--- src/hw/rtl/sine_range_reduce_polynomial_unit_assert.svh ---
// ----------------------------------------------------------------------------
// Assertion macros for the sine range reduction and polynomial unit.
// The macros rely on clk and rst_n being visible where they are used.
// ----------------------------------------------------------------------------
`ifndef SINE_RANGE_REDUCE_POLYNOMIAL_UNIT_ASSERT_SVH
`define SINE_RANGE_REDUCE_POLYNOMIAL_UNIT_ASSERT_SVH

`ifndef SYNTHESIS

// A property that must hold at every clock edge outside reset.
`define SRP_ASSERT(lbl, prop, msg) \
    lbl: assert property (@(posedge clk) disable iff (!rst_n) (prop)) else $error(msg);

// A condition that must be followed by a consequence in the next cycle.
`define SRP_ASSERT_NEXT(lbl, ante, cons, msg) \
    lbl: assert property (@(posedge clk) disable iff (!rst_n) (ante) |=> (cons)) \
        else $error(msg);

`else

`define SRP_ASSERT(lbl, prop, msg)
`define SRP_ASSERT_NEXT(lbl, ante, cons, msg)

`endif

`endif

--- src/hw/rtl/srp_pkg.sv ---
// ----------------------------------------------------------------------------
// srp_pkg
// Types, fixed-point constants and rounding helpers shared by the sine unit.
// ----------------------------------------------------------------------------
package srp_pkg;

    // Width of the polynomial datapath words (Q2.30 with headroom).
    localparam int Q_W    = 34;
    // Width of the registered products.
    localparam int PROD_W = 64;
    // Width of the magnitude of k; |k| never exceeds 41.
    localparam int K_W    = 6;
    // Width of k*pi in Q.48.
    localparam int KPI_W  = 56;
    // Width of the reduced angle in Q.48.
    localparam int XR_W   = 58;
    // Width of the reduced magnitude in Q2.30.
    localparam int M_W    = 31;
    // Number of Horner steps after the innermost coefficient.
    localparam int HORNER_STEPS = 5;

    // 1/pi in unsigned Q0.32 and pi in Q.48.
    localparam logic [31:0]      INV_PI_Q32 = 32'd1367130551;
    localparam logic [KPI_W-1:0] PI_Q48     = 56'd884279719003555;

    // Largest magnitude of k over all angles.
    localparam logic [K_W-1:0]   K_MAX = 6'd41;
    // Upper bound on the reduced magnitude, a little above pi/2 in Q2.30.
    localparam logic [M_W-1:0]   M_MAX = 31'd1700000000;

    // Taylor coefficients in Q2.30.
    localparam logic signed [Q_W-1:0] ONE_Q30 = 34'sd1073741824;
    localparam logic signed [Q_W-1:0] C1_Q30  = -34'sd178956971;
    localparam logic signed [Q_W-1:0] C2_Q30  = 34'sd8947849;
    localparam logic signed [Q_W-1:0] C3_Q30  = -34'sd213045;
    localparam logic signed [Q_W-1:0] C4_Q30  = 34'sd2959;
    localparam logic signed [Q_W-1:0] C5_Q30  = -34'sd27;

    // Coefficients added in each Horner step, outermost last.
    localparam logic signed [Q_W-1:0] HORNER_COEF [HORNER_STEPS] =
        '{C4_Q30, C3_Q30, C2_Q30, C1_Q30, ONE_Q30};

    // Input item.
    typedef struct packed {
        logic signed [31:0] angle;
        logic               last;
    } srp_item_t;

    // Result item.
    typedef struct packed {
        logic signed [31:0] sine;
        logic               last_out;
    } srp_result_t;

    // Reduced angle handed from range reduction to the polynomial.
    typedef struct packed {
        logic           last;
        logic           sgn;
        logic [M_W-1:0] m;
    } srp_red_t;

    // Word carried through the polynomial stages.
    typedef struct packed {
        logic                      last;
        logic                      sgn;
        logic [M_W-1:0]            m;
        logic signed [Q_W-1:0]     z;
        logic signed [PROD_W-1:0]  prod;
    } srp_poly_t;

    // Round a Q4.60 product back to Q2.30, halves away from zero.
    function automatic logic signed [Q_W-1:0] rnd_q30(input logic signed [PROD_W-1:0] p);
        logic [PROD_W-1:0] s;
        s = p + 64'd536870912 - {63'd0, p[PROD_W-1]};
        return s[PROD_W-1:30];
    endfunction

    // Signed product of two datapath words; the true result fits 64 bits.
    function automatic logic signed [PROD_W-1:0] mul_q(input logic signed [Q_W-1:0] a,
                                                       input logic signed [Q_W-1:0] b);
        logic signed [2*Q_W-1:0] full;
        full = a * b;
        return full[PROD_W-1:0];
    endfunction

endpackage

--- src/hw/rtl/srp_horner_stage.sv ---
// ----------------------------------------------------------------------------
// srp_horner_stage
// One Horner step: rounds the incoming product, adds a coefficient and
// multiplies by the chosen operand (z, or m for the final step).
// ----------------------------------------------------------------------------
module srp_horner_stage (
    input  logic                             clk,
    input  logic                             rst_n,
    input  logic                             in_valid,
    output logic                             in_ready,
    input  srp_pkg::srp_poly_t               in_poly,
    input  logic signed [srp_pkg::Q_W-1:0]   coef,
    input  logic signed [srp_pkg::Q_W-1:0]   mult_op,
    output logic                             out_valid,
    input  logic                             out_ready,
    output srp_pkg::srp_poly_t               out_poly
);
    import srp_pkg::*;

    logic                  valid_reg;
    srp_poly_t             poly_reg, poly_next;
    logic signed [Q_W-1:0] y;

    assign in_ready = !valid_reg || out_ready;

    // y = round(prod) + coef, then the next product.
    always_comb
    begin
        y              = rnd_q30(in_poly.prod) + coef;
        poly_next      = in_poly;
        poly_next.prod = mul_q(mult_op, y);
    end

    always_ff @(posedge clk or negedge rst_n)
    begin
        if (!rst_n)
            valid_reg <= 1'b0;
        else if (in_ready)
            valid_reg <= in_valid;
    end

    always_ff @(posedge clk)
    begin
        if (in_valid && in_ready)
            poly_reg <= poly_next;
    end

    assign out_valid = valid_reg;
    assign out_poly  = poly_reg;

endmodule

--- config.mk ---
export PLATFORM = sky130hd
export DESIGN_NAME = srp_horner_stage
export DESIGN_NICKNAME = d
export VERILOG_FILES = /design/src/hw/rtl/sine_range_reduce_polynomial_unit_assert.svh /design/src/hw/rtl/srp_pkg.sv /design/src/hw/rtl/srp_horner_stage.sv
export SDC_FILE = /design/constraint.sdc
export NUM_CORES = 2
export LEC_CHECK = 0
export BUFFER_PORTS_ARGS = -buffer_cell sky130_fd_sc_hd__buf_4
export CORE_ASPECT_RATIO = 1.25
export CORE_MARGIN = 4
export CORE_UTILIZATION = 65
export CTS_CLUSTER_DIAMETER = 30
export DETAILED_ROUTE_END_ITERATION = 10
export PLACE_DENSITY_LB_ADDON = 0.12
export RECOVER_POWER = 25
export REMOVE_ABC_BUFFERS = 1
export SYNTH_ARGS = -nofsm -noshare
export SYNTH_HDL_FRONTEND = slang
export SYNTH_SLANG_ARGS = --single-unit
export TNS_END_PERCENT = 100
--- constraint.sdc ---
create_clock -name clk -period 5.1 [get_ports clk]
set_input_delay 0.255 -clock clk [delete_from_list [all_inputs] [get_ports clk]]
set_output_delay 0.255 -clock clk [all_outputs]
set_load 0.01 [all_outputs]
# --- Word-level counts from Yosys, hierarchy flattened ---
# Cells that the tools add are included.
word_totals:
  ff_bits: 132
  out_inout_bits: 133
  in_bits: 203
  wordCells: 13
classes:
  n_mul: 1
  reduce_logical: 3
  n_addsub: 3
op_table:
  columns: ["op", "count"]
  rows:
  - ["64-bit by 30-bit adder with 64-bit output, second input constant", 1]
  - ["34-bit by 34-bit multiplier with 64-bit output", 1]
  - ["64-bit by 1-bit subtractor with 64-bit output", 1]
  - ["34-bit adder", 1]
  - ["1-bit logical AND", 1]
  - ["1-bit logical NOT", 1]
  - ["1-bit logical OR", 1]

# --- Logic depth before layout (Yosys ltp) ---
logic_depth:
  word_depth: 4
  mapped_depth: 56
  depth_no_buf: 55

# --- Worst setup path before layout ---
# No wires, ideal clock.
synth_path:
  kind: "input-to-reg"
  from: "input in_poly[9] (netlist name)"
  to: "register poly_reg (netlist bit out_poly[63]) (data pin)"
  arrival_ns: 11.524
  path_stages: 54
  setup_slack_ns: -6.694
  n_path_buf: 1
  required_time_ns: 4.831
  setup_time_ns: 0.269
  cell_sequence: "inv_1 -> ha_1 -> a21o_1 -> a221oi_2 -> o21ai_1 -> a221o_1 -> nand2_1 -> nand2_1 -> a21boi_0 -> o31ai_1 -> nand2_1 -> o2bb2ai_1 -> o21ai_0 -> xor2_1 -> ha_1 -> or3_1 -> o21ai_1 -> o31ai_1 -> [18 not listed] -> fa_1 -> inv_1 -> fa_1 -> inv_1 -> fa_1 -> inv_1 -> ha_1 -> a21oi_1 -> o2111ai_1 -> a21oi_1 -> o221ai_1 -> a21oi_2 -> o311ai_1 -> and2_1 -> a221oi_2 -> o21ai_0 -> o21ai_0 -> xor3_1"
synth_lines:
  columns: ["element", "line", "text"]
  rows:
  - ["from (decl)", "srp_horner_stage.sv:11", "input srp_pkg::srp_poly_t in_poly,"]
  - ["to (signal assigned)", "srp_horner_stage.sv:45", "poly_reg <= poly_next;"]
  - ["to (decl)", "srp_horner_stage.sv:21", "srp_poly_t poly_reg, poly_next;"]

==> flow_metrics.env <==
export IMPL_fin_setup_tns_ns=-314.66
export IMPL_rr_worst_depth=3
export IMPL_synth_seq_cells=132
export IMPL_hold_viol=0
export IMPL_io_buffers=335
export IMPL_detailed_place_hpwl_um=121600
export IMPL_drive_gt1_frac=0.2578
export IMPL_ys_seq_area_frac=0.08348
export IMPL_drt_total_wl_um=161800
export IMPL_violations="setup timing"
export IMPL_vias=41310
export IMPL_layout_common_cells="inv_1 (1165), fa_1 (1162), buf_4 (1027)"
export IMPL_synth_top_cells_by_area="fa_1 (50%), inv_1 (9.4%), edfxtp_1 (8.3%)"
export IMPL_cts_path_max_buffers=2
export IMPL_routed_via_density=5.836
export IMPL_placeableCoreArea_um2=72120
export IMPL_synthArstFlopShare=0.007576
export IMPL_nFillCells=3804
export IMPL_dp_cells=6870
export IMPL_grt_overflow=0
export IMPL_r2r_end="out_poly[2]"
export IMPL_firstDrtPassIters=6
export IMPL_synthCells=4998
export IMPL_rows=110
export IMPL_grt_setup_unrepaired="yes"
export IMPL_ys_warnings_count=0
export IMPL_die_h_um=310.0
export IMPL_slew_violations=0
export IMPL_cts_tree="yes"
export IMPL_slowest_stage="fa_1"
export IMPL_synth_ff_type="edfxtp_1"
export IMPL_wl_per_cell_um=22.86
export IMPL_areaGrowthSynthToFinish_pct=29.53
export IMPL_ff2ff_setup_slack_ns=2.70
export IMPL_hold_class="input port to async pin"
export IMPL_final_cells=7078
export IMPL_max_stage_delay_ns=0.67
export IMPL_crit_top_cell="fa_1"
export IMPL_start_util=0.6576
export IMPL_synth_top_area_cell="fa_1"
export IMPL_clock_latency_ns=0.54
export IMPL_grt_use_total=0.4129
export IMPL_min_period_ns=11.78
export IMPL_critPathKind="input port to flip-flop"
export IMPL_postRouteAntennaNets=0
export IMPL_syn_area_per_cell_um2=9.489
export IMPL_nNetsFinal=7795
export IMPL_r2r_start="out_valid"
export IMPL_clock_sinks=132
export IMPL_cap_violations=0
export IMPL_slew_headroom=0.4148
export IMPL_grt_max_degree=59
export IMPL_crit_arrival_ns=12.04
export IMPL_min_period_over_period=2.310
export IMPL_crit_fanout=8
export IMPL_dieArea_um2=77370
export IMPL_drtIter0Drc=3227
export IMPL_path_clk_slew_ns=0.07
export IMPL_start_kind="input port"
export IMPL_finalWorstSetupSlack_ns=-6.679
export IMPL_first_global_vias=45495
export IMPL_finClkSkew_ns=0.02443
export IMPL_fmax_ghz=0.08489
export IMPL_grt_first_pass_wirelength_um=242800
export IMPL_yosys_cell_types_count=75
export IMPL_final_common_cell="inv_1"
export IMPL_synth_edf_count=131
export IMPL_antenna_found_initial=12
export IMPL_die_x_um=249.6
export IMPL_ioPinCount=336
export IMPL_finalSetupViolations=61
export IMPL_root_buffer="clkbuf_16"
export IMPL_cts_htree_levels=4
export IMPL_syn_area_um2=47420
export IMPL_end_kind="flip-flop"
export IMPL_synth_top_cell_area_share=0.5036
export IMPL_gp_routability_congestion=1.023
export IMPL_cts_buffers=17
export IMPL_drc=0
export IMPL_cp_required_ns=5.36
export IMPL_status="finished, violations left"
export IMPL_worst_pin_slew_ns=0.8778
-- cells in the mapped netlist, types with 12 or more instances --
| library cell | number |
|---|---|
| a21o_1 | 78 |
| a21oi_1 | 127 |
| and2_1 | 367 |
| and3_1 | 17 |
| clkbuf_1 | 213 |
| edfxtp_1 | 131 |
| fa_1 | 1193 |
| ha_1 | 295 |
| inv_1 | 1183 |
| nand2_1 | 831 |
| nand2b_1 | 21 |
| nand3_1 | 27 |
| nand4_1 | 13 |
| nor2_1 | 94 |
| nor3_1 | 21 |
| o211ai_1 | 12 |
| o21ai_0 | 60 |
| o21bai_1 | 17 |
| xnor2_1 | 102 |
| xor2_1 | 42 |
-- layout make-up --
type | instances | area (um^2) | area share
repair buffers | 1303 | 11060 | 0.1801
multi-input cells | 3467 | 40190 | 0.6542
diodes | 9 | 22.52 | 0.0003666
inverters | 1183 | 4441 | 0.07229
well taps | 952 | 1191 | 0.01939
flip-flops and latches | 132 | 3959 | 0.06444
clock buffers | 17 | 425.4 | 0.006925
clock inverters | 15 | 140.1 | 0.002281
-- cell families after synthesis --
logic type,count (synthesis),synth area share
AOI/OAI and AO/OA,398,0.05667
xor gates and xnor gates,146,0.02757
adders and majority gates,1488,0.5814
buffers and inverters,1399,0.1108
DFF,132,0.08348
muxes,1,0.0002111
and+or+nand+nor,1434,0.1398
-- repair_timing --
item                                   CTS  global route
gates cloned                             1             1
buffers inserted                        65            39
setup endpoints to repair               61            61
hold buffers                            69             0
gates resized for setup                257           145
pin swaps                              158            88
endpoints found under the hold margin   69             0
-- state kept, by name (all words and copies together), names as in the netlist --
register	flops
out_valid	1
out_poly	131
-- worst max path at each step --
stage,slack [ns],endpoint,from
global placement,-7.26,out_poly[63],in_poly[8]
floorplan,-7.26,out_poly[63],in_poly[9]
CTS,-6.36,out_poly[56],in_poly[5]
finish,-6.68,out_poly[56],in_poly[5]
global route,-7.01,out_poly[56],in_poly[5]
detailed placement,-7.47,out_poly[63],in_poly[8]
-- routing by layer --
| layer | global-route usage | vias to the layer above | share of wire |
|---|---|---|---|
| li1 | - | 16966 | - |
| met1 | 0.4273 | 20609 | 0.30 |
| met2 | 0.7152 | 2561 | 0.50 |
| met3 | 0.09530 | 1168 | 0.087 |
| met4 | 0.3482 | 6 | 0.12 |
| met5 | 0 | - | 0.00023 |
-- critical path, delay by kind of cell --
family | cells | cell delay [ns]
adders and majority gates | 11 | 4.70
AOI/OAI and AO/OA | 20 | 3.78
and+or+nand+nor | 11 | 1.76
buffers and inverters | 10 | 1.31
xor gates and xnor gates | 2 | 0.21
-- through the flow --
step / instance area, um^2 / hold WS [ns] / worst slack [ns] / util
global route: 61420 / 0.05937 / -7.009 / 0.8516
finish: 61430 / 0.04907 / -6.679 / 0.8518
global placement: 57490 / 0.03084 / -7.259 / 0.7972
floorplan: 46610 / -0.04059 / -7.258 / -
CTS: 60390 / 0.04070 / -6.357 / 0.8374
detailed placement: 57490 / 0.03129 / -7.471 / 0.7972
Power is not shown: default switching activity piles up to over one toggle a cycle in this logic, so the estimate is an artifact.
