### src/hw/rtl/sine_range_reduce_polynomial_unit_assert.svh
// ----------------------------------------------------------------------------
// Assertion macros for the sine range reduction and polynomial unit.
// The macros rely on clk and rst_n being visible where they are used.
// ----------------------------------------------------------------------------
`ifndef SINE_RANGE_REDUCE_POLYNOMIAL_UNIT_ASSERT_SVH
`define SINE_RANGE_REDUCE_POLYNOMIAL_UNIT_ASSERT_SVH

`ifndef SYNTHESIS

// A property that must hold at every clock edge outside reset.
`define SRP_ASSERT(lbl, prop, msg) \
    lbl: assert property (@(posedge clk) disable iff (!rst_n) (prop)) else $error(msg);

// A condition that must be followed by a consequence in the next cycle.
`define SRP_ASSERT_NEXT(lbl, ante, cons, msg) \
    lbl: assert property (@(posedge clk) disable iff (!rst_n) (ante) |=> (cons)) \
        else $error(msg);

`else

`define SRP_ASSERT(lbl, prop, msg)
`define SRP_ASSERT_NEXT(lbl, ante, cons, msg)

`endif

`endif

### src/hw/rtl/srp_pkg.sv
// ----------------------------------------------------------------------------
// srp_pkg
// Types, fixed-point constants and rounding helpers shared by the sine unit.
// ----------------------------------------------------------------------------
package srp_pkg;

    // Width of the polynomial datapath words (Q2.30 with headroom).
    localparam int Q_W    = 34;
    // Width of the registered products.
    localparam int PROD_W = 64;
    // Width of the magnitude of k; |k| never exceeds 41.
    localparam int K_W    = 6;
    // Width of k*pi in Q.48.
    localparam int KPI_W  = 56;
    // Width of the reduced angle in Q.48.
    localparam int XR_W   = 58;
    // Width of the reduced magnitude in Q2.30.
    localparam int M_W    = 31;
    // Number of Horner steps after the innermost coefficient.
    localparam int HORNER_STEPS = 5;

    // 1/pi in unsigned Q0.32 and pi in Q.48.
    localparam logic [31:0]      INV_PI_Q32 = 32'd1367130551;
    localparam logic [KPI_W-1:0] PI_Q48     = 56'd884279719003555;

    // Largest magnitude of k over all angles.
    localparam logic [K_W-1:0]   K_MAX = 6'd41;
    // Upper bound on the reduced magnitude, a little above pi/2 in Q2.30.
    localparam logic [M_W-1:0]   M_MAX = 31'd1700000000;

    // Taylor coefficients in Q2.30.
    localparam logic signed [Q_W-1:0] ONE_Q30 = 34'sd1073741824;
    localparam logic signed [Q_W-1:0] C1_Q30  = -34'sd178956971;
    localparam logic signed [Q_W-1:0] C2_Q30  = 34'sd8947849;
    localparam logic signed [Q_W-1:0] C3_Q30  = -34'sd213045;
    localparam logic signed [Q_W-1:0] C4_Q30  = 34'sd2959;
    localparam logic signed [Q_W-1:0] C5_Q30  = -34'sd27;

    // Coefficients added in each Horner step, outermost last.
    localparam logic signed [Q_W-1:0] HORNER_COEF [HORNER_STEPS] =
        '{C4_Q30, C3_Q30, C2_Q30, C1_Q30, ONE_Q30};

    // Input item.
    typedef struct packed {
        logic signed [31:0] angle;
        logic               last;
    } srp_item_t;

    // Result item.
    typedef struct packed {
        logic signed [31:0] sine;
        logic               last_out;
    } srp_result_t;

    // Reduced angle handed from range reduction to the polynomial.
    typedef struct packed {
        logic           last;
        logic           sgn;
        logic [M_W-1:0] m;
    } srp_red_t;

    // Word carried through the polynomial stages.
    typedef struct packed {
        logic                      last;
        logic                      sgn;
        logic [M_W-1:0]            m;
        logic signed [Q_W-1:0]     z;
        logic signed [PROD_W-1:0]  prod;
    } srp_poly_t;

    // Round a Q4.60 product back to Q2.30, halves away from zero.
    function automatic logic signed [Q_W-1:0] rnd_q30(input logic signed [PROD_W-1:0] p);
        logic [PROD_W-1:0] s;
        s = p + 64'd536870912 - {63'd0, p[PROD_W-1]};
        return s[PROD_W-1:30];
    endfunction

    // Signed product of two datapath words; the true result fits 64 bits.
    function automatic logic signed [PROD_W-1:0] mul_q(input logic signed [Q_W-1:0] a,
                                                       input logic signed [Q_W-1:0] b);
        logic signed [2*Q_W-1:0] full;
        full = a * b;
        return full[PROD_W-1:0];
    endfunction

endpackage

### src/hw/rtl/srp_square.sv
// ----------------------------------------------------------------------------
// srp_square
// Two stages: squares the reduced magnitude, then rounds z = m^2 and
// starts the Horner chain with z times the innermost coefficient.
// ----------------------------------------------------------------------------
module srp_square (
    input  logic               clk,
    input  logic               rst_n,
    input  logic               in_valid,
    output logic               in_ready,
    input  srp_pkg::srp_red_t  in_red,
    output logic               out_valid,
    input  logic               out_ready,
    output srp_pkg::srp_poly_t out_poly
);
    import srp_pkg::*;

    logic              s4_valid_reg, s5_valid_reg;
    logic              s4_ready, s5_ready;
    srp_poly_t         s4_reg, s4_next;
    srp_poly_t         s5_reg, s5_next;
    logic [2*M_W-1:0]  s4_sq;

    assign s5_ready = !s5_valid_reg || out_ready;
    assign s4_ready = !s4_valid_reg || s5_ready;
    assign in_ready = s4_ready;

    // Stage 4: m squared, exact.
    always_comb
    begin
        s4_sq         = in_red.m * in_red.m;
        s4_next.last  = in_red.last;
        s4_next.sgn   = in_red.sgn;
        s4_next.m     = in_red.m;
        s4_next.z     = '0;
        s4_next.prod  = $signed({2'b00, s4_sq});
    end

    // Stage 5: round z and multiply by the innermost coefficient.
    always_comb
    begin
        s5_next      = s4_reg;
        s5_next.z    = rnd_q30(s4_reg.prod);
        s5_next.prod = mul_q(s5_next.z, C5_Q30);
    end

    always_ff @(posedge clk or negedge rst_n)
    begin
        if (!rst_n)
        begin
            s4_valid_reg <= 1'b0;
            s5_valid_reg <= 1'b0;
        end
        else
        begin
            if (s4_ready)
                s4_valid_reg <= in_valid;
            if (s5_ready)
                s5_valid_reg <= s4_valid_reg;
        end
    end

    always_ff @(posedge clk)
    begin
        if (in_valid && s4_ready)
            s4_reg <= s4_next;
        if (s4_valid_reg && s5_ready)
            s5_reg <= s5_next;
    end

    assign out_valid = s5_valid_reg;
    assign out_poly  = s5_reg;

endmodule

### config.mk
export PLATFORM = sky130hd
export DESIGN_NAME = srp_square
export DESIGN_NICKNAME = d
export VERILOG_FILES = /design/src/hw/rtl/sine_range_reduce_polynomial_unit_assert.svh /design/src/hw/rtl/srp_pkg.sv /design/src/hw/rtl/srp_square.sv
export SDC_FILE = /design/constraint.sdc
export NUM_CORES = 2
export LEC_CHECK = 0
export BUFFER_PORTS_ARGS = -buffer_cell sky130_fd_sc_hd__buf_2
export CAP_MARGIN = 15
export CORE_AREA = 2 2 306 308
export CTS_CLUSTER_SIZE = 10
export DETAILED_ROUTE_END_ITERATION = 16
export DIE_AREA = 0 0 308 310
export GPL_TIMING_DRIVEN = 0
export PLACE_DENSITY = 0.58
export SYNTH_ARGS = -nofsm -noshare
export SYNTH_HDL_FRONTEND = slang
export SYNTH_SLANG_ARGS = --single-unit
### constraint.sdc
create_clock -name clk -period 7.5 [get_ports clk]
set_input_delay 1.875 -clock clk [delete_from_list [all_inputs] [get_ports clk]]
set_output_delay 1.875 -clock clk [all_outputs]
set_load 0.01 [all_outputs]
==> Yosys cells after proc, flatten, opt, wreduce, memory -nomap -nowiden <==
Index checks and enable logic that the tools add are counted.
{ "classes": {"addsub": 1, "n_mul": 2, "div_mod_pow": 0, "n_lt_le_gt_ge": 0, "eq_ne": 0, "shifts": 0, "mux": 0, "bitwise": 0, "n_reduce_logical": 6} }
{ "ops": {"columns": ["operator", "count"], "rows": [
  ["62-bit by 30-bit adder with 63-bit output (second input constant)", 1],
  ["31-bit by 31-bit multiplier with 62-bit output", 1],
  ["34-bit by 6-bit multiplier with 40-bit output (second input constant)", 1],
  ["1-bit logical AND", 2],
  ["1-bit logical NOT", 2],
  ["1-bit logical OR", 2]
]} }
{ "totals": {"reg_bits": 228, "latchBits": 0, "ramBits": 0, "romBits": 0, "inputBits": 37, "out_inout_bits": 133, "word_cells": 20, "n_memories": 0} }

==> Depth between registers and ports, before layout <==
{ "logic_depth": {"depth_word": 4, "depth_mapped": 29} }

==> Worst setup path after synthesis <==
No wires, ideal clock.
{ "synth_timing": {"path_kind": "in2reg", "startpoint": "input port in_red[16] in the netlist's numbering", "endpoint": "register s4_reg[43] in the netlist's numbering (data pin)", "setup_ns": 0.260, "arrival_time_ns": 8.597, "t_required_ns": 7.240, "slack_ns": -1.357, "stages": 26, "path_buffers": 3, "cell_sequence": "clkbuf_1 -> clkbuf_1 -> nand2_1 -> fa_1 -> inv_1 -> fa_1 -> inv_1 -> fa_1 -> fa_1 -> inv_1 -> fa_1 -> fa_1 -> fa_1 -> inv_1 -> fa_1 -> inv_1 -> ha_1 -> buf_2 -> a21oi_2 -> nor2_1 -> a211oi_1 -> or3b_4 -> a21oi_4 -> nor2_1 -> a311o_1 -> xor2_1"} }
{ "synth_between": {"elab_chain_len": 1} }
{ "synth_lines": {"columns": ["element", "line", "text"], "rows": [
  ["start: declaration", "srp_square.sv:11", "input srp_pkg::srp_red_t in_red,"],
  ["31-bit by 31-bit multiplier with 62-bit output", "srp_square.sv:31", "s4_sq = in_red.m * in_red.m;"],
  ["named net s4_sq[43]", "srp_square.sv:22", "logic [2*M_W-1:0] s4_sq;"],
  ["end signal: assignment", "srp_square.sv:66", "s4_reg <= s4_next;"],
  ["end: declaration", "srp_square.sv:20", "srp_poly_t s4_reg, s4_next;"]
]} }
The timed path passes the listed nets, and every way through them passes these cells.
A chain may end at the register's enable or synchronous reset.

==> Final worst setup path <==
{ "layout_timing": {"startpoint": "input port in_red[14] in the netlist's numbering", "endpoint": "register s4_reg[50] in the netlist's numbering (data pin)"} }
The elaborated chain is that of the path after synthesis.

==> impl_metrics.json <==
{
  "run_status": "finished with violations",
  "violations": "negative setup slack",
  "synth_seq_cells": 172,
  "area_growth_pct": 21.1,
  "r2r_slack_ns": 1.23,
  "fin_util_pct": 48.1,
  "timing.rr.end": "out_poly[62]",
  "fillers": 8586,
  "cts_made_buffers": 17,
  "port-buffer-count": 168,
  "grtUsageTotal_pct": 23.6,
  "fmax_mhz": 115,
  "largest_reg_flops": 104,
  "setup_violations": 33,
  "viasPerCell": 4.89,
  "drt-wirelength-per-cell_um": 20.9,
  "synth_edf_count": 170,
  "tightest_slew_ns": 0.692,
  "drtAntennaViolNets": 0,
  "dpl.cell_count": 5041,
  "start_util_pct": 39.7,
  "crit_arrival_ns": 8.95,
  "die_h_um": 310,
  "wirelength_mm": 110,
  "synth_area_leaders": "fa_1 (42%), edfxtp_1 (14%), ha_1 (14%), inv_1 (11%), and2_1 (3.4%)",
  "die_area_um2": 95500,
  "hold_end": "out_poly[114]",
  "worst-path-max-fanout": 6,
  "slew_viol_final": 0,
  "hold_buffers": 0,
  "min_from": "s4_reg[114]",
  "post-dp-hpwl_mm": 87.0,
  "final_cell_mix": "inv_1 (1075), fa_1 (724), ha_1 (383)",
  "rsz0062_at_grt": "yes",
  "core_area_um2": 92500,
  "cts_tree": "built",
  "synth.largest_area_cell": "fa_1",
  "slew_headroom_pct": 53.9,
  "synth_cell_types": 72,
  "hold_path_depth": 0,
  "grt_pass1_vias": 27100,
  "crit_type": "primary input to flop",
  "clock-sinks": 172,
  "synth_top_area_share_pct": 42.4,
  "finalHoldViolCount": 0,
  "timing.rr.start": "s4_reg[33]",
  "yosys_warnings": 0,
  "layout-drive-gt1-share_pct": 19.7,
  "period_needed_ns": 8.71,
  "synth_nets": 4889,
  "crit_path_max_incr_delay_ns": 0.60,
  "die_x_um": 308,
  "final_nets": 5252,
  "gr-total-overflow": 0,
  "ys.flop_type": "edfxtp_1",
  "reg2reg_depth": 22,
  "path_common_cell": "fa_1",
  "gp_congestion": 0.966,
  "drtPass1Iterations": 7,
  "avgSynthCellArea_um2": 10.0,
  "maxCapViolations": 0,
  "ios": 170,
  "worstSetupEndpointType": "flop",
  "cts-htree-levels": 4,
  "via_count": 25700,
  "synthCells": 3673,
  "worst_skew_pair.late_latency_ns": 0.50,
  "grt_pass1_wl_mm": 165,
  "worst_path_max_delay_cell": "fa_1",
  "final_cells": 5250,
  "antenna_found_initial": 2,
  "fin_skew_ns": 0.0239,
  "required_ns": 7.74,
  "fin_crit_sh_pct": 116,
  "grt_max_degree": 53,
  "synth_area_um2": 36700,
  "hold_class": "flop to flop",
  "clockRootBuffer": "clkbuf_16",
  "startpoint_type": "primary input",
  "ys_seq_area_share_pct": 14.0,
  "rows": 112,
  "clk_pin_slew_ns": 0.07,
  "drtIter0Drc": 1682,
  "route.detailed.drc": 0,
  "worst_slack_ns": -1.21,
  "cts_max_path_buffers": 2,
  "layout_commonest_cell": "inv_1",
  "async_flop_share_pct": 1.16
}
final cells by class:
cell class,count,area (um2),area share [%]
diodes,4,10.0,0.0225
plain buffers,124,2060,4.64
clock buffers,17,425,0.957
clock inverters,15,163,0.366
inverters,1117,4230,9.52
multi-input cells,2256,28100,63.3
flip-flops and latches,172,5150,11.6
well taps,1197,1500,3.37
repair buffers,348,2770,6.24
kinds of logic after synthesis:
kind of cell,synth area share [%]
and+or+nand+nor,9.51
DFF,14.0
other,0.0102
adders and majority gates,56.1
xor gates and xnor gates,2.86
buffers and inverters,13.0
muxes,0.0852
AOI/OAI and AO/OA,4.39
cells in the mapped netlist, types with 4 or more instances:
| library cell | number |
|---|---|
| a31oi_1 | 6 |
| nor2b_1 | 12 |
| xnor2_1 | 65 |
| and2_1 | 200 |
| a31o_2 | 5 |
| a211oi_1 | 7 |
| edfxtp_1 | 170 |
| ha_1 | 401 |
| clkbuf_1 | 97 |
| inv_1 | 1116 |
| o211ai_1 | 10 |
| o2111ai_1 | 4 |
| o21ai_1 | 11 |
| nor3_1 | 12 |
| or3_1 | 4 |
| o21bai_1 | 11 |
| a21oi_1 | 72 |
| a21oi_2 | 4 |
| nand3_1 | 30 |
| nand4_1 | 16 |
| nand2b_1 | 15 |
| a211o_1 | 4 |
| fa_1 | 778 |
| nor2_1 | 88 |
| o21ai_0 | 21 |
| nand2_1 | 305 |
| a2111oi_0 | 4 |
| xor2_1 | 55 |
| a21o_1 | 36 |
| or2_2 | 4 |
| o21a_1 | 4 |
| and3_1 | 17 |
| buf_4 | 27 |
| nand3b_1 | 5 |
worst max-delay path: cells and delay by family:
family / cells / cell delay (ns)
AO/OA/AOI/OAI: 7 / 1.81
adder cells (fa/ha/maj): 9 / 4.32
buffers and inverters: 6 / 0.62
AND/OR/NAND/NOR: 3 / 0.34
how the worst max path moves through the flow:
stage	startpoint	slack, ns	endpoint	cells past startpoint
2_1_floorplan	in_red[5]	-0.99	s4_reg[43]	25
3_3_place_gp	in_red[18]	-3.09	s4_reg[54]	24
3_5_place_dp	in_red[18]	-3.05	s4_reg[54]	24
4_1_cts	in_red[14]	-1.12	s4_reg[58]	27
5_1_grt	in_red[24]	-1.30	s4_reg[58]	27
6_report	in_red[14]	-1.21	s4_reg[50]	25
per-stage QoR:
| step | worst slack (ns) | setup TNS, ns | hold slack [ns] | cell area, um2 |
|---|---|---|---|---|
| 2_1_floorplan | -0.993 | -22.55 | 0.400 | 37200 |
| 3_3_place_gp | -3.09 | -81.18 | 0.400 | 39500 |
| 3_5_place_dp | -3.05 | -81.14 | 0.405 | 39600 |
| 4_1_cts | -1.12 | -28.80 | 0.421 | 43500 |
| 5_1_grt | -1.30 | -35.58 | 0.426 | 44400 |
| 6_report | -1.21 | -32.42 | 0.419 | 44500 |
timing repair:
action,CTS,global route
gates resized for setup,461,157
cloned,1,0
endpoints found under the hold margin,0,0
pin swaps,155,127
setup buffers,129,53
setup endpoints to repair,33,33
metal layers:
metal / track usage (%) / share of wire [%]
met5: 0 / 0
met4: 9.19 / 4.4
met3: 5.08 / 8.2
met2: 38.8 / 47
met1: 30.7 / 41
Power is not shown: default switching activity piles up to over one toggle a cycle in this logic, so the estimate is an artifact.
