File: config.mk
export PLATFORM = sky130hd
export DESIGN_NAME = srp_output
export DESIGN_NICKNAME = d
export VERILOG_FILES = /design/src/hw/rtl/srp_pkg.sv /design/src/hw/rtl/srp_output.sv
export VERILOG_INCLUDE_DIRS = /design/src /design/src/hw/rtl
export SDC_FILE = /design/constraint.sdc
export NUM_CORES = 1
export LEC_CHECK = 0
export ABC_AREA = 1
export BUFFER_PORTS_ARGS = -buffer_cell sky130_fd_sc_hd__buf_2
export CORE_MARGIN = 2
export CORE_UTILIZATION = 45
export DETAILED_ROUTE_END_ITERATION = 8
export PLACE_DENSITY = 0.67
export SLEW_MARGIN = 10
export SYNTH_ARGS = -nofsm -noshare
export SYNTH_HDL_FRONTEND = slang
export SYNTH_SLANG_ARGS = --single-unit
File: constraint.sdc
create_clock -name clk -period 5.27 [get_ports clk]
set_input_delay 0.2635 -clock clk [delete_from_list [all_inputs] [get_ports clk]]
set_output_delay 0.2635 -clock clk [all_outputs]
set_load 0.02 [all_outputs]
File: src/hw/rtl/sine_range_reduce_polynomial_unit_assert.svh
// ----------------------------------------------------------------------------
// Assertion macros for the sine range reduction and polynomial unit.
// The macros rely on clk and rst_n being visible where they are used.
// ----------------------------------------------------------------------------
`ifndef SINE_RANGE_REDUCE_POLYNOMIAL_UNIT_ASSERT_SVH
`define SINE_RANGE_REDUCE_POLYNOMIAL_UNIT_ASSERT_SVH

`ifndef SYNTHESIS

// A property that must hold at every clock edge outside reset.
`define SRP_ASSERT(lbl, prop, msg) \
    lbl: assert property (@(posedge clk) disable iff (!rst_n) (prop)) else $error(msg);

// A condition that must be followed by a consequence in the next cycle.
`define SRP_ASSERT_NEXT(lbl, ante, cons, msg) \
    lbl: assert property (@(posedge clk) disable iff (!rst_n) (ante) |=> (cons)) \
        else $error(msg);

`else

`define SRP_ASSERT(lbl, prop, msg)
`define SRP_ASSERT_NEXT(lbl, ante, cons, msg)

`endif

`endif

File: src/hw/rtl/srp_pkg.sv
// ----------------------------------------------------------------------------
// srp_pkg
// Types, fixed-point constants and rounding helpers shared by the sine unit.
// ----------------------------------------------------------------------------
package srp_pkg;

    // Width of the polynomial datapath words (Q2.30 with headroom).
    localparam int Q_W    = 34;
    // Width of the registered products.
    localparam int PROD_W = 64;
    // Width of the magnitude of k; |k| never exceeds 41.
    localparam int K_W    = 6;
    // Width of k*pi in Q.48.
    localparam int KPI_W  = 56;
    // Width of the reduced angle in Q.48.
    localparam int XR_W   = 58;
    // Width of the reduced magnitude in Q2.30.
    localparam int M_W    = 31;
    // Number of Horner steps after the innermost coefficient.
    localparam int HORNER_STEPS = 5;

    // 1/pi in unsigned Q0.32 and pi in Q.48.
    localparam logic [31:0]      INV_PI_Q32 = 32'd1367130551;
    localparam logic [KPI_W-1:0] PI_Q48     = 56'd884279719003555;

    // Largest magnitude of k over all angles.
    localparam logic [K_W-1:0]   K_MAX = 6'd41;
    // Upper bound on the reduced magnitude, a little above pi/2 in Q2.30.
    localparam logic [M_W-1:0]   M_MAX = 31'd1700000000;

    // Taylor coefficients in Q2.30.
    localparam logic signed [Q_W-1:0] ONE_Q30 = 34'sd1073741824;
    localparam logic signed [Q_W-1:0] C1_Q30  = -34'sd178956971;
    localparam logic signed [Q_W-1:0] C2_Q30  = 34'sd8947849;
    localparam logic signed [Q_W-1:0] C3_Q30  = -34'sd213045;
    localparam logic signed [Q_W-1:0] C4_Q30  = 34'sd2959;
    localparam logic signed [Q_W-1:0] C5_Q30  = -34'sd27;

    // Coefficients added in each Horner step, outermost last.
    localparam logic signed [Q_W-1:0] HORNER_COEF [HORNER_STEPS] =
        '{C4_Q30, C3_Q30, C2_Q30, C1_Q30, ONE_Q30};

    // Input item.
    typedef struct packed {
        logic signed [31:0] angle;
        logic               last;
    } srp_item_t;

    // Result item.
    typedef struct packed {
        logic signed [31:0] sine;
        logic               last_out;
    } srp_result_t;

    // Reduced angle handed from range reduction to the polynomial.
    typedef struct packed {
        logic           last;
        logic           sgn;
        logic [M_W-1:0] m;
    } srp_red_t;

    // Word carried through the polynomial stages.
    typedef struct packed {
        logic                      last;
        logic                      sgn;
        logic [M_W-1:0]            m;
        logic signed [Q_W-1:0]     z;
        logic signed [PROD_W-1:0]  prod;
    } srp_poly_t;

    // Round a Q4.60 product back to Q2.30, halves away from zero.
    function automatic logic signed [Q_W-1:0] rnd_q30(input logic signed [PROD_W-1:0] p);
        logic [PROD_W-1:0] s;
        s = p + 64'd536870912 - {63'd0, p[PROD_W-1]};
        return s[PROD_W-1:30];
    endfunction

    // Signed product of two datapath words; the true result fits 64 bits.
    function automatic logic signed [PROD_W-1:0] mul_q(input logic signed [Q_W-1:0] a,
                                                       input logic signed [Q_W-1:0] b);
        logic signed [2*Q_W-1:0] full;
        full = a * b;
        return full[PROD_W-1:0];
    endfunction

endpackage

File: src/hw/rtl/srp_output.sv
// ----------------------------------------------------------------------------
// srp_output
// Output register: rounds the final product, saturates to [-1, 1] and
// applies the sign of the reduced angle combined with the parity of k.
// ----------------------------------------------------------------------------
`include "sine_range_reduce_polynomial_unit_assert.svh"

module srp_output (
    input  logic                 clk,
    input  logic                 rst_n,
    input  logic                 in_valid,
    output logic                 in_ready,
    input  srp_pkg::srp_poly_t   in_poly,
    output logic                 out_valid,
    input  logic                 out_ready,
    output srp_pkg::srp_result_t out_result
);
    import srp_pkg::*;

    logic                  valid_reg;
    srp_result_t           result_reg, result_next;
    logic signed [Q_W-1:0] v, sat, sat_neg;

    assign in_ready = !valid_reg || out_ready;

    // Round, clamp and sign.
    always_comb
    begin
        v = rnd_q30(in_poly.prod);
        if (v > ONE_Q30)
            sat = ONE_Q30;
        else if (v < -ONE_Q30)
            sat = -ONE_Q30;
        else
            sat = v;
        sat_neg = -sat;
        result_next.sine     = in_poly.sgn ? sat_neg[31:0] : sat[31:0];
        result_next.last_out = in_poly.last;
    end

    always_ff @(posedge clk or negedge rst_n)
    begin
        if (!rst_n)
            valid_reg <= 1'b0;
        else if (in_ready)
            valid_reg <= in_valid;
    end

    always_ff @(posedge clk)
    begin
        if (in_valid && in_ready)
            result_reg <= result_next;
    end

    assign out_valid  = valid_reg;
    assign out_result = result_reg;

    `SRP_ASSERT(a_sine_high, valid_reg |-> (result_reg.sine <= ONE_Q30), "sine above one")
    `SRP_ASSERT(a_sine_low, valid_reg |-> (result_reg.sine >= -ONE_Q30), "sine below minus one")

endmodule

# [Word-level counts from Yosys, hierarchy flattened]
# Index checks and enable logic that the tools add are counted.
[classes] addsub=3 multipliers=0 div_mod_pow=0 magnitude_cmp=2 eq_ne=0 shift=0 muxes=3 n_bitwise=0 n_reduce_logical=3
[op_table] cell="two-way mux 32 bit" count=3
[op_table] cell="adder 64 x 30 -> 64 bit, second input constant" count=1
[op_table] cell="subtractor 64 x 1 -> 64 bit" count=1
[op_table] cell="greater-than comparator 34 x 32 -> 1 bit, second input constant" count=1
[op_table] cell="less-than comparator 34 x 31 -> 1 bit, second input constant" count=1
[op_table] cell="negation 32 bit" count=1
[op_table] cell="logical AND 1 bit" count=1
[op_table] cell="zero test 1 bit" count=1
[op_table] cell="logical OR 1 bit" count=1
[word_totals] regBits=34 latch_bits=0 mem_bits_rw=0 romBits=0 inputBits=135 output_inout_bits=35 wordCells=14 n_memories=0

# [Depth between registers and ports, before layout]
[depth] ltp_word=7 ltp_mapped=35 depth_no_buf=32

# [Least setup slack after synthesis]
# Ideal clock, no wire load.
[synth_path] kind="input to register" from="input port in_poly[22] in the netlist's numbering" to="register result_reg, in the netlist out_result[31] (data pin)" setup_time_ns=0.249 arrival_ns=3.084 t_required_ns=5.021 setup_slack_ns=1.937 stages=31 path_buffers=3 cell_sequence="inv_1 ha_1 nand2_1 nor2_1 inv_2 nor2_2 inv_2 nor2_1 nand2_1 nand2_1 nand2_1 nand3_1 nand2_2 nor2_2 nand3_1 nor2_1 nand2_1 nand2_2 buf_6 buf_4 buf_2 nand2_1 ha_1 nand3_2 nand2_4 nand2_2 nor2_4 nand2_1 nand2_1 nand2_1 inv_1"
[synth_rtl] element="start, declared" line="srp_output.sv:13" rtl="input srp_pkg::srp_poly_t in_poly,"
[synth_rtl] element="end signal, assigned" line="srp_output.sv:52" rtl="result_reg <= result_next;"
[synth_rtl] element="end, declared" line="srp_output.sv:21" rtl="srp_result_t result_reg, result_next;"

==> load_flow_metrics.sql <==
INSERT INTO impl_metrics (metric_group, metric, value, unit) VALUES
('min_path', 'hold_path_cell_cnt', '1', ''),
('cts', 'post_cts.resized_instances', '0', ''),
('detailed_routing', 'drt-met1-wl', '11.9', 'mm'),
('min_path', 'min-delay-path-class', 'in2reg', ''),
('detailed_routing', 'drc_errors', '12', ''),
('pwr', 'power.static_leakage', '5.76', 'nW'),
('die', 'fp-row-count', '49', ''),
('setup_path', 'worstPathArrival', '4.14', 'ns'),
('global_route', 'maximum_number_of_pins_on_one_net_before_global_route_repair', '34', ''),
('setup_path', 'r2r_slack', '3.69', 'ns'),
('pwr', 'power_density', '210', 'nW/um^2'),
('pwr', 'power.ir.vdd_worst', '120', 'uV'),
('logic_synthesis', 'yosysWarnings', '0', ''),
('setup_path', 'worstReg2RegEnd', 'out_result[5]', ''),
('timing', 'max_slew_margin', '0.361', ''),
('detailed_routing', 'met2_layer_wire_length_in_the_routed_design', '11.8', 'mm'),
('global_route', 'initial_antenna_violation_count', '0', ''),
('timing', 'worst_slew_pin_slew', '0.957', 'ns'),
('global_route', 'grt.overflow.total', '0', ''),
('detailed_routing', 'vias', '9549', ''),
('layout', 'flow.area_growth_from_synthesis', '10.7', '%'),
('global_route', 'number_of_global_route_vias_before_repair', '8578', ''),
('setup_path', 'setup.worst_path.class', 'in2reg', ''),
('setup_path', 'cpPeakStageDelay', '0.44', 'ns'),
('detailed_routing', 'viasPerCell', '4.86', ''),
('pwr', 'power.share.switching', '0.505', ''),
('timing', 'slew_violations', '0', ''),
('cts', 'tritoncts.num_buffers', '5', ''),
('cts', 'postCtsHoldBufs', '1', ''),
('min_path', 'timing.hold.worst.start', 'in_poly[130]', ''),
('min_path', 'hold_path_end', 'out_result[0]', ''),
('layout', 'finalCoreUtilization', '0.511', ''),
('cts', 'max-clock-path-buffers', '2', ''),
('cts', 'cts_tree', 'done', ''),
('timing', 'hold_viol_final', '0', ''),
('detailed_routing', 'initialDrtViolationCount', '602', ''),
('placement', 'port_buffers', '104', ''),
('logic_synthesis', 'postSynthNetCount', '1831', ''),
('detailed_routing', 'met3_length', '1.26', 'mm'),
('status', 'run_status', 'complete, but fails checks', ''),
('global_route', 'grt_pass1_wl', '41.2', 'mm'),
('pwr', 'netSwitchingPower', '0.000977', 'W'),
('setup_path', 'crit_required', '5.31', 'ns'),
('setup_path', 'crit_path_max_fanout', '24', ''),
('logic_synthesis', 'syn_area_per_cell', '5.11', 'sq um'),
('die', 'io-pin-count', '170', ''),
('die', 'chipWidth', '140', 'um'),
('cts', 'root_driver', 'sky130_fd_sc_hd__clkbuf_16', ''),
('die', 'die_height', '140', 'um'),
('status', 'violations_in_the_final_reports', 'design-rule violations', ''),
('die', 'core', '18100', 'sq um'),
('logic_synthesis', 'synthesis.instances', '1633', ''),
('placement', 'dp_hpwl', '23.1', 'mm'),
('layout', 'layout_commonest_cell', 'sky130_fd_sc_hd__nand2_1', ''),
('setup_path', 'crit_path_end_kind', 'register', ''),
('timing', 'min_period_over_period', '0.778', ''),
('layout', 'drive_above_1_share', '0.111', ''),
('setup_path', 'start_point_of_the_critical_path', 'in_poly[47]', ''),
('timing', 'finClkSkew', '0.00356', 'ns'),
('setup_path', 'cpMaxStageDelayCell', 'sky130_fd_sc_hd__ha_1', ''),
('detailed_routing', 'routed_wire_length', '25.7', 'mm'),
('pwr', 'sequential_share_of_power', '0.198', ''),
('setup_path', 'worst_setup_path_start_kind', 'primary input', ''),
('cts', 'clkTransAtPathRegs', '0.05', 'ns'),
('detailed_routing', 'route.top_layer_used', 'met4', ''),
('setup_path', 'r2r_start', 'out_valid', ''),
('setup_path', 'cp_common_cell', 'sky130_fd_sc_hd__nand2_1', ''),
('logic_synthesis', 'syn-cell-area', '8340', 'sq um'),
('placement', 'gp_congestion', '0.960', ''),
('timing', 'fin_crit_period', '4.10', 'ns'),
('logic_synthesis', 'synth.yosys.seq_area_share', '0.122', '');
sequential cells by signal (all words and copies together) (netlist names):
register,flops
out_valid,1
out_result,33
synth_stat cells:
| cell type | instances | area share |
|---|---|---|
| sky130_fd_sc_hd__nor3_1 | 8 | 0.0048 |
| sky130_fd_sc_hd__xnor2_1 | 6 | 0.0063 |
| sky130_fd_sc_hd__nand2_1 | 669 | 0.30 |
| sky130_fd_sc_hd__nor4_2 | 1 | 0.0015 |
| sky130_fd_sc_hd__a21boi_0 | 1 | 0.00090 |
| sky130_fd_sc_hd__o21bai_1 | 9 | 0.0081 |
| sky130_fd_sc_hd__nor3_2 | 3 | 0.0036 |
| sky130_fd_sc_hd__buf_6 | 4 | 0.0054 |
| sky130_fd_sc_hd__o21bai_2 | 1 | 0.0013 |
| sky130_fd_sc_hd__nand4_1 | 20 | 0.015 |
| sky130_fd_sc_hd__buf_4 | 2 | 0.0018 |
| sky130_fd_sc_hd__inv_1 | 356 | 0.16 |
| sky130_fd_sc_hd__a31o_1 | 1 | 0.0010 |
| sky130_fd_sc_hd__nor2_1 | 144 | 0.065 |
| sky130_fd_sc_hd__o21ai_1 | 25 | 0.015 |
| sky130_fd_sc_hd__inv_2 | 22 | 0.0099 |
| sky130_fd_sc_hd__xor2_1 | 11 | 0.012 |
| sky130_fd_sc_hd__nor2_4 | 5 | 0.0067 |
| sky130_fd_sc_hd__o21ai_2 | 6 | 0.0063 |
| sky130_fd_sc_hd__buf_1 | 2 | 0.00090 |
| sky130_fd_sc_hd__edfxtp_1 | 33 | 0.12 |
| sky130_fd_sc_hd__nand3_2 | 2 | 0.0024 |
| sky130_fd_sc_hd__buf_2 | 4 | 0.0024 |
| sky130_fd_sc_hd__nand2_4 | 2 | 0.0027 |
| sky130_fd_sc_hd__o21ai_0 | 23 | 0.014 |
| sky130_fd_sc_hd__and2_1 | 2 | 0.0015 |
| sky130_fd_sc_hd__ha_1 | 63 | 0.094 |
| sky130_fd_sc_hd__clkinv_1 | 3 | 0.0013 |
| sky130_fd_sc_hd__nor2_2 | 22 | 0.016 |
| sky130_fd_sc_hd__dfrtp_1 | 1 | 0.0030 |
| sky130_fd_sc_hd__nand2_2 | 15 | 0.011 |
| sky130_fd_sc_hd__nand3_1 | 73 | 0.044 |
| sky130_fd_sc_hd__a21oi_1 | 73 | 0.044 |
| sky130_fd_sc_hd__inv_4 | 1 | 0.00075 |
| sky130_fd_sc_hd__nand3b_1 | 16 | 0.014 |
| sky130_fd_sc_hd__nor4_1 | 4 | 0.0030 |
worst max-delay path by stage:
stage                          end  slack (ns)  depth (start not counted)
floorplan           out_result[31]        1.94                         31
global placement    out_result[31]        0.97                         29
detailed placement  out_result[31]        0.94                         29
CTS                 out_result[31]        1.23                         29
global route        out_result[31]        0.72                         27
finish              out_result[31]        1.17                         29
worst max-delay path: cells and delay by family:
kind / cells / cell delay, ns
adder cells (fa/ha/maj): 2 / 0.74
buffers and inverters: 4 / 0.27
AND/OR/NAND/NOR: 23 / 2.85
power groups by stage:
stage	Clock (W)	Sequential (W)	Combinational (W)
after floorplan	0	0.000453	0.000880
after global placement	0	0.000387	0.00124
after detailed placement	0	0.000390	0.00125
after CTS	0.000291	0.000385	0.00126
after global routing	0.000306	0.000387	0.00143
final	0.000285	0.000384	0.00127
layer usage:
layer  GRT usage  vias to the layer above
met1       0.349                     4149
met4      0.0702                        0
met2       0.457                      233
li1            -                     5132
met3      0.0171                       35
met5           0                        -
metrics by stage:
stage	cell area (sq um)	hold WS [ns]	setup slack, ns	total power, W	std cells
after detailed placement	9080	0.0392	0.936	0.00164	1955
final	9240	0.168	1.17	0.00194	1964
after global routing	9240	0.169	0.723	0.00212	1964
after global placement	9080	0.0401	0.966	0.00163	1955
after CTS	9240	0.168	1.23	0.00194	1964
after floorplan	8340	-0.0321	1.94	0.00133	1633
kinds of logic (layout without fill, tap and decap cells):
family	Yosys count	in the layout	synth area share
buffers and inverters	394	496	0.183
and+or+nand+nor	986	986	0.493
AOI/OAI and AO/OA	139	139	0.0903
DFF	34	34	0.122
xor gates and xnor gates	17	17	0.0178
adders and majority gates	63	63	0.0945
area by class of cell:
class                   count  area, sq um
flip-flops and latches     34         1020
inverters                 382         1440
well taps                 229          287
multi-input cells        1205         5810
fillers                  2066         8850
clock inverters             1         5.00
clock buffers               7          143
repair buffers            106          538
No activity file was read; power rests on OpenSTA's default activity.
